[src/tlr_pkg.sv]
// Types and constants shared by the telnet line receiver.
package tlr_pkg;

    localparam logic [1:0] OP_BYTE  = 2'd0;
    localparam logic [1:0] OP_CLOSE = 2'd1;
    localparam logic [1:0] OP_ERROR = 2'd2;

    localparam logic [1:0] KIND_DATA  = 2'd0;
    localparam logic [1:0] KIND_REPLY = 2'd1;
    localparam logic [1:0] KIND_LINE  = 2'd2;
    localparam logic [1:0] KIND_END   = 2'd3;

    localparam logic [7:0] TN_IAC  = 8'd255;
    localparam logic [7:0] TN_DONT = 8'd254;
    localparam logic [7:0] TN_DO   = 8'd253;
    localparam logic [7:0] TN_WONT = 8'd252;
    localparam logic [7:0] TN_WILL = 8'd251;
    localparam logic [7:0] CH_LF   = 8'd10;
    localparam logic [7:0] CH_CR   = 8'd13;

    localparam logic [7:0] END_ORDERLY = 8'd0;
    localparam logic [7:0] END_ERROR   = 8'd1;

    localparam logic [7:0] LIMIT_RESET = 8'd31;

    localparam int QUEUE_DEPTH = 4;
    localparam int QUEUE_AW    = $clog2(QUEUE_DEPTH);
    localparam int QUEUE_CW    = QUEUE_AW + 1;

    typedef struct packed {
        logic [1:0] op;
        logic [7:0] rx_byte;
    } in_t;

    typedef struct packed {
        logic [1:0] kind;
        logic [7:0] value;
        logic [7:0] position;
        logic       last;
    } out_t;

    typedef struct packed {
        logic [1:0] kind;
        logic [7:0] value;
        logic [7:0] position;
    } res_t;

    // One request's worth of results, count in 1..3.
    typedef struct packed {
        logic [1:0] count;
        res_t [2:0] res;
    } cmd_t;

endpackage

[src/tlr_front.sv]
// Front end: accepts requests, tracks telnet phase and line fill, builds result sets.
module tlr_front (
    input  logic          clk,
    input  logic          rst_n,
    input  logic          in_valid,
    output logic          in_ready,
    input  tlr_pkg::in_t  in_data,
    input  logic          cfg_we,
    input  logic [7:0]    cfg_wdata,
    input  logic          q_full,
    output logic          push,
    output tlr_pkg::cmd_t cmd
);

    typedef enum logic [1:0] {
        PH_DATA,
        PH_CMD,
        PH_OPT
    } phase_t;

    phase_t     phase_reg, phase_next;
    logic       refuse_will_reg, refuse_will_next;
    logic [7:0] line_count_reg, line_count_next;
    logic [7:0] line_limit_reg;
    logic       accept;
    logic [7:0] count_inc;
    logic       hit_limit;

    assign in_ready  = !q_full;
    assign accept    = in_valid && in_ready;
    assign count_inc = line_count_reg + 8'd1;
    assign hit_limit = (count_inc >= line_limit_reg);

    always_comb
    begin
        phase_next       = phase_reg;
        refuse_will_next = refuse_will_reg;
        line_count_next  = line_count_reg;
        cmd              = '0;

        if (in_data.op != tlr_pkg::OP_BYTE)
        begin
            cmd.count          = 2'd1;
            cmd.res[0].kind    = tlr_pkg::KIND_END;
            cmd.res[0].value   = (in_data.op == tlr_pkg::OP_CLOSE && phase_reg == PH_DATA)
                                 ? tlr_pkg::END_ORDERLY : tlr_pkg::END_ERROR;
            phase_next         = PH_DATA;
            refuse_will_next   = 1'b0;
            line_count_next    = 8'd0;
        end
        else
        begin
            case (phase_reg)
                PH_CMD:
                begin
                    phase_next = PH_DATA;
                    if (in_data.rx_byte == tlr_pkg::TN_IAC)
                    begin
                        cmd.count           = hit_limit ? 2'd2 : 2'd1;
                        cmd.res[0].kind     = tlr_pkg::KIND_DATA;
                        cmd.res[0].value    = in_data.rx_byte;
                        cmd.res[0].position = line_count_reg;
                        cmd.res[1].kind     = tlr_pkg::KIND_LINE;
                        cmd.res[1].position = count_inc;
                        line_count_next     = hit_limit ? 8'd0 : count_inc;
                    end
                    else if (in_data.rx_byte == tlr_pkg::TN_DO
                             || in_data.rx_byte == tlr_pkg::TN_DONT)
                    begin
                        refuse_will_next = 1'b0;
                        phase_next       = PH_OPT;
                    end
                    else if (in_data.rx_byte == tlr_pkg::TN_WILL
                             || in_data.rx_byte == tlr_pkg::TN_WONT)
                    begin
                        refuse_will_next = 1'b1;
                        phase_next       = PH_OPT;
                    end
                end
                PH_OPT:
                begin
                    cmd.count        = 2'd3;
                    cmd.res[0].kind  = tlr_pkg::KIND_REPLY;
                    cmd.res[0].value = tlr_pkg::TN_IAC;
                    cmd.res[1].kind  = tlr_pkg::KIND_REPLY;
                    cmd.res[1].value = refuse_will_reg ? tlr_pkg::TN_DONT : tlr_pkg::TN_WONT;
                    cmd.res[2].kind  = tlr_pkg::KIND_REPLY;
                    cmd.res[2].value = in_data.rx_byte;
                    phase_next       = PH_DATA;
                end
                default:
                begin
                    phase_next = PH_DATA;
                    if (in_data.rx_byte == tlr_pkg::TN_IAC)
                    begin
                        phase_next = PH_CMD;
                    end
                    else if (in_data.rx_byte == tlr_pkg::CH_LF)
                    begin
                        cmd.count           = 2'd1;
                        cmd.res[0].kind     = tlr_pkg::KIND_LINE;
                        cmd.res[0].position = line_count_reg;
                        line_count_next     = 8'd0;
                    end
                    else if (in_data.rx_byte != tlr_pkg::CH_CR)
                    begin
                        cmd.count           = hit_limit ? 2'd2 : 2'd1;
                        cmd.res[0].kind     = tlr_pkg::KIND_DATA;
                        cmd.res[0].value    = in_data.rx_byte;
                        cmd.res[0].position = line_count_reg;
                        cmd.res[1].kind     = tlr_pkg::KIND_LINE;
                        cmd.res[1].position = count_inc;
                        line_count_next     = hit_limit ? 8'd0 : count_inc;
                    end
                end
            endcase
        end
    end

    assign push = accept && (cmd.count != 2'd0);

    always_ff @(posedge clk or negedge rst_n)
    begin
        if (!rst_n)
        begin
            phase_reg       <= PH_DATA;
            refuse_will_reg <= 1'b0;
            line_count_reg  <= 8'd0;
            line_limit_reg  <= tlr_pkg::LIMIT_RESET;
        end
        else
        begin
            if (accept)
            begin
                phase_reg       <= phase_next;
                refuse_will_reg <= refuse_will_next;
                line_count_reg  <= line_count_next;
            end
            if (cfg_we)
            begin
                line_limit_reg <= cfg_wdata;
            end
        end
    end

endmodule

[src/tlr_queue.sv]
// Short queue of result sets between front and back ends.
module tlr_queue (
    input  logic          clk,
    input  logic          rst_n,
    input  logic          push,
    input  tlr_pkg::cmd_t push_data,
    input  logic          pop,
    output tlr_pkg::cmd_t head,
    output logic          empty,
    output logic          full
);

    tlr_pkg::cmd_t                   store_reg [tlr_pkg::QUEUE_DEPTH];
    logic [tlr_pkg::QUEUE_AW-1:0]    wr_ptr_reg, rd_ptr_reg;
    logic [tlr_pkg::QUEUE_CW-1:0]    count_reg, count_next;
    logic                            do_push, do_pop;

    assign full    = (count_reg == tlr_pkg::QUEUE_CW'(tlr_pkg::QUEUE_DEPTH));
    assign empty   = (count_reg == '0);
    assign do_push = push && !full;
    assign do_pop  = pop && !empty;
    assign head    = store_reg[rd_ptr_reg];

    always_comb
    begin
        count_next = count_reg;
        if (do_push && !do_pop)
        begin
            count_next = count_reg + 1'b1;
        end
        else if (do_pop && !do_push)
        begin
            count_next = count_reg - 1'b1;
        end
    end

    always_ff @(posedge clk)
    begin
        if (do_push)
        begin
            store_reg[wr_ptr_reg] <= push_data;
        end
    end

    always_ff @(posedge clk or negedge rst_n)
    begin
        if (!rst_n)
        begin
            wr_ptr_reg <= '0;
            rd_ptr_reg <= '0;
            count_reg  <= '0;
        end
        else
        begin
            count_reg <= count_next;
            if (do_push)
            begin
                wr_ptr_reg <= wr_ptr_reg + 1'b1;
            end
            if (do_pop)
            begin
                rd_ptr_reg <= rd_ptr_reg + 1'b1;
            end
        end
    end

endmodule

[src/tlr_back.sv]
// Back end: unpacks each result set into single results behind an output register.
module tlr_back (
    input  logic          clk,
    input  logic          rst_n,
    input  tlr_pkg::cmd_t head,
    input  logic          empty,
    output logic          pop,
    output logic          out_valid,
    input  logic          out_ready,
    output tlr_pkg::out_t out_data
);

    logic [1:0]    idx_reg, idx_next;
    logic          out_valid_reg, out_valid_next;
    tlr_pkg::out_t out_data_reg, out_data_next;
    tlr_pkg::res_t sel;
    logic          load;
    logic          final_res;

    assign load      = !out_valid_reg || out_ready;
    assign final_res = (idx_reg == (head.count - 2'd1));

    always_comb
    begin
        case (idx_reg)
            2'd0:    sel = head.res[0];
            2'd1:    sel = head.res[1];
            2'd2:    sel = head.res[2];
            default: sel = head.res[0];
        endcase
    end

    always_comb
    begin
        idx_next       = idx_reg;
        out_valid_next = out_valid_reg;
        out_data_next  = out_data_reg;
        pop            = 1'b0;
        if (load)
        begin
            out_valid_next = !empty;
            if (!empty)
            begin
                out_data_next.kind     = sel.kind;
                out_data_next.value    = sel.value;
                out_data_next.position = sel.position;
                out_data_next.last     = final_res;
                pop                    = final_res;
                idx_next               = final_res ? 2'd0 : idx_reg + 2'd1;
            end
        end
    end

    always_ff @(posedge clk)
    begin
        out_data_reg <= out_data_next;
    end

    always_ff @(posedge clk or negedge rst_n)
    begin
        if (!rst_n)
        begin
            idx_reg       <= 2'd0;
            out_valid_reg <= 1'b0;
        end
        else
        begin
            idx_reg       <= idx_next;
            out_valid_reg <= out_valid_next;
        end
    end

    assign out_valid = out_valid_reg;
    assign out_data  = out_data_reg;

endmodule

[src/telnet_line_receiver_core.sv]
// The first result of a request passes through the queue and then the output register.
// Throughput: one result per cycle from the output register while out_ready is high; one
// request per cycle when each gives at most one result; an option refusal gives three results.
// A four-entry queue between front and back ends absorbs result bursts and output stalls.
// Reset: asynchronous, active low; clears phase, line fill, queue and output; limit to 31.
module telnet_line_receiver_core (
    input  logic          clk,
    input  logic          rst_n,
    input  logic          in_valid,
    output logic          in_ready,
    input  tlr_pkg::in_t  in_data,
    output logic          out_valid,
    input  logic          out_ready,
    output tlr_pkg::out_t out_data,
    input  logic          cfg_we,
    input  logic [7:0]    cfg_wdata
);

    logic          q_full, q_empty, q_push, q_pop;
    tlr_pkg::cmd_t q_in, q_head;

    tlr_front u_front (
        .clk       (clk),
        .rst_n     (rst_n),
        .in_valid  (in_valid),
        .in_ready  (in_ready),
        .in_data   (in_data),
        .cfg_we    (cfg_we),
        .cfg_wdata (cfg_wdata),
        .q_full    (q_full),
        .push      (q_push),
        .cmd       (q_in)
    );

    tlr_queue u_queue (
        .clk       (clk),
        .rst_n     (rst_n),
        .push      (q_push),
        .push_data (q_in),
        .pop       (q_pop),
        .head      (q_head),
        .empty     (q_empty),
        .full      (q_full)
    );

    tlr_back u_back (
        .clk       (clk),
        .rst_n     (rst_n),
        .head      (q_head),
        .empty     (q_empty),
        .pop       (q_pop),
        .out_valid (out_valid),
        .out_ready (out_ready),
        .out_data  (out_data)
    );

endmodule

[config.mk]
export PLATFORM = sky130hd
export DESIGN_NAME = telnet_line_receiver_core
export DESIGN_NICKNAME = d
export VERILOG_FILES = /design/src/tlr_pkg.sv /design/src/tlr_front.sv /design/src/tlr_queue.sv /design/src/tlr_back.sv /design/src/telnet_line_receiver_core.sv
export SDC_FILE = /design/constraint.sdc
export NUM_CORES = 1
export LEC_CHECK = 0
export BUFFER_PORTS_ARGS = -buffer_cell sky130_fd_sc_hd__buf_2
export CORE_UTILIZATION = 35
export CTS_CLUSTER_SIZE = 10
export DETAILED_ROUTE_END_ITERATION = 10
export HOLD_SLACK_MARGIN = 0.06
export PLACE_DENSITY_LB_ADDON = 0.08
export SLEW_MARGIN = 20
export SYNTH_ARGS = -nofsm -noshare
export SYNTH_HDL_FRONTEND = slang
export SYNTH_SLANG_ARGS = --single-unit
[constraint.sdc]
create_clock -name clk -period 4 [get_ports clk]
set_clock_uncertainty 0.1 [all_clocks]
set_input_delay 0.4 -clock clk [delete_from_list [all_inputs] [get_ports clk]]
set_output_delay 0.4 -clock clk [all_outputs]
set_load 0.05 [all_outputs]
==> out/qor.csv <==
stage;metric;value;unit
status;status;finished, final reports clean;
power;Seq pwr share;0.411;
final_layout;layout net count;640;
synth;Synth area leader;edfxtp_1;
cts;hold buffer count at CTS;10;
cts;clock latency at the later pin of the worst-skew pair;0.50;ns
floorplan;Die Ht;160;um
cts;CTS tree;built;
synth;syn nets;577;
placement;dpl hpwl;11200;um
final_layout;register area;0.00599;mm2
floorplan;io pins;44;
global_route;first-pass GRT wire length;28700;um
setup_path;slowest stage cell, crit path;or4_1;
global_route;GRT Total Usage;0.149;
sta;Worst Tran Pin Value;0.940;ns
floorplan;Total Die Area;0.0255;mm2
setup_path;Worst EP arrival;3.35;ns
final_layout;commonest non-fill, non-tap cell in the layout;edfxtp_1;
placement;GP Congestion;0.769;
setup_path;critical path cell sequence;ha_1 > nand3_1 > xor2_1 > inv_1 > ha_1 > or4_1 > a21oi_1 > o31a_1 > nor2_1 > o21ai_0;
final_layout;Fill cells;2218;
synth;Yosys reg bits;204;
floorplan;initial cell density of the core;0.357;
setup_path;Crit Path Class;flip-flop to flip-flop;
setup_path;cell mode on critical path;ha_1;
synth;Synth cell types;58;
global_route;grt total ovfl;0;
power;worst vdd ir;0.353;mV
hold_path;Hold Crit Class;input pin to flip-flop;
setup_path;critical path data required time;4.17;ns
route;drt pass-1 iters;4;
route;DR WL met2;8820;um
route;DRT iter0 DRCs;346;
flow_run;max cap viols;0;
power;switching portion of total power;0.322;
final_layout;n_diodes;0;
route;DR WL/cell;19.9;um
power;clock network power share;0.277;
synth;Mapped Avg Cell Area;16.3;um2
setup_path;Worst Path Max Fanout;8;
sta;FMAX;314;MHz
final_layout;Largest register FFs;156;
synth;Yosys warning count;0;
route;Routed met3 length;758;um
power;Pwr Density;724;mW/mm2
cts;Sink Count;204;
route;Via density;5.05;
cts;CTS root buffer;clkbuf_16;
route;Metal-1 WL;8780;um
route;vias;4740;
setup_path;crit start category;flip-flop;
floorplan;placeable core area;0.0243;mm2
setup_path;Top delay family on crit path;compound AO/OA/AOI/OAI gates;
sta;Slew Limit Fails;0;
cts;register clock-pin slew on the reported worst setup and hold paths;0.05;ns
sta;Setup TNS Final;0;ns
synth;number of synthesized flops with an enable pin;175;
final_layout;area grow syn2layout;16.9;%
sta;Max-slew headroom;0.367;
power;Power Total;7360;uW
setup_path;Worst Path Buf+Inv;1;
sta;Hold Vio Cnt, Final;0;
sta;Final Setup Violations;0;
global_route;largest net degree at the start of global routing;40;
placement;IO buf count;43;
route;top sig layer;met4;
route;DRC Markers;0;
sta;worst setup margin;0.819;ns
route;WL final;18700;um
global_route;initial antenna violation count;0;
synth;Syn Inst Count;534;
power;Leakage;0.00370;uW
cts;maximum clock path buffer count;3;
global_route;vias in the first global route;4921;
sta;Final period util;0.795;
power;internal power;4990;uW
synth;ys async rst share;0.142;
synth;Main synth FF type;edfxtp_1;
sta;post-route minimum period;3.18;ns
synth;Yosys top cell area share;0.605;
synth;mapped cell area;0.00869;mm2
cts;htree depth;1;
synth;Synth area leaders;edfxtp_1 60%, mux4_2 10%, dfrtp_1 6.9%;
final_layout;most frequent cells in the layout;175 x edfxtp_1, 43 x buf_2, 39 x mux4_2;
final_layout;multi-input logic area;0.00248;mm2
cts;postcts setup bufs;0;
setup_path;Worst path max stage delay;0.52;ns
placement;dpl ws;0.822;ns
power;Switch Pwr;2370;uW
final_layout;layout cells sized above 1;0.228;
floorplan;die width;160;um
cts;cts repair resizes;0;
sta;hold slack;0.126;ns
sta;RSZ-0062 raised after global routing;false;
setup_path;CP Capture Type;flip-flop;
synth;sequential element share of the synthesized area;0.689;
route;Antenna Nets Post-Route;0;
cts;CTS buffer count;25;
floorplan;Row Count;57;
power;logic gate share of total power;0.312;
[final timing paths]
path | startpoint | endpoint | slack (ns) | cells past startpoint
max in group asynchronous | rst_n | u_queue.rd_ptr_reg[0] | 2.89 | 2
min in group asynchronous | rst_n | u_front.line_count_reg[4] | 0.40 | 2
min reg2reg | u_queue.count_reg[2] | u_queue.count_reg[2] | 0.38 | 1
max | u_front.line_count_reg[0] | u_queue.store_reg[1][46] | 0.82 | 10
max reg2reg | u_front.line_count_reg[0] | u_queue.store_reg[1][46] | 0.82 | 10
min | cfg_we | u_front.line_limit_reg[4] | 0.13 | 3
[metrics by stage]
stage / cells / utilization / area, um2
floorplan: 534 / - / 8690
global placement: 884 / 0.383 / 9320
detailed placement: 884 / 0.383 / 9320
CTS: 939 / 0.418 / 10200
global route: 939 / 0.418 / 10200
finish: 939 / 0.418 / 10200
[worst register-to-register path: stages, from the launching register on]
cell and delay [ns]:
dfrtp_1 0.48, ha_1 0.28, nand3_1 0.13, xor2_1 0.27, inv_1 0.08, ha_1 0.21, or4_1 0.52, a21oi_1 0.13
o31a_1 0.33, nor2_1 0.08, o21ai_0 0.34
[power by group through the flow]
stage               Combinational [uW]  Clock (uW)  Sequential [uW]
floorplan                         1320           0             3400
global placement                  2350           0             3050
detailed placement                2350           0             3070
CTS                               2360        2090             3030
global route                      2490        2180             3070
finish                            2290        2040             3020
[cells by family after synthesis]
family                   Yosys count  share of synthesized area
flip-flops                       204                      0.689
AND/OR/NAND/NOR                  120                     0.0703
AO/OA/AOI/OAI                     75                     0.0611
buffers and inverters             55                     0.0256
multiplexers                      45                      0.108
adder cells (fa/ha/maj)           20                     0.0297
XOR/XNOR                          15                     0.0160
[synth_stat cells, drive strengths merged, types with 3 or more instances]
cell type  number
nand2          39
mux2            3
and3           12
mux4           39
o21a            3
xor2            7
o21ai          18
a21oi          12
a22o           10
ha             19
and4            3
o2bb2ai         7
and2           15
o31ai           3
clkbuf         16
nand3           9
dfrtp          24
edfxtp        175
or3             3
mux2i           3
o211ai          6
nor2           23
xnor2           8
nor2b           3
dfstp           5
buf            11
inv            28
[metal layers]
layer  up-vias  track usage
met2       101        0.247
met1      2422        0.205
li1       2194            -
met4         0       0.0385
met3        23       0.0227
met5         -            0
[layout make-up]
class	count	share of cell area
repair buffers	63	0.0433
inverters	28	0.0103
well taps	324	0.0399
multi-input cells	275	0.245
flip-flops and latches	204	0.589
clock inverters	2	0.00345
clock buffers	43	0.0692
Power figures use the tool's default switching activity.
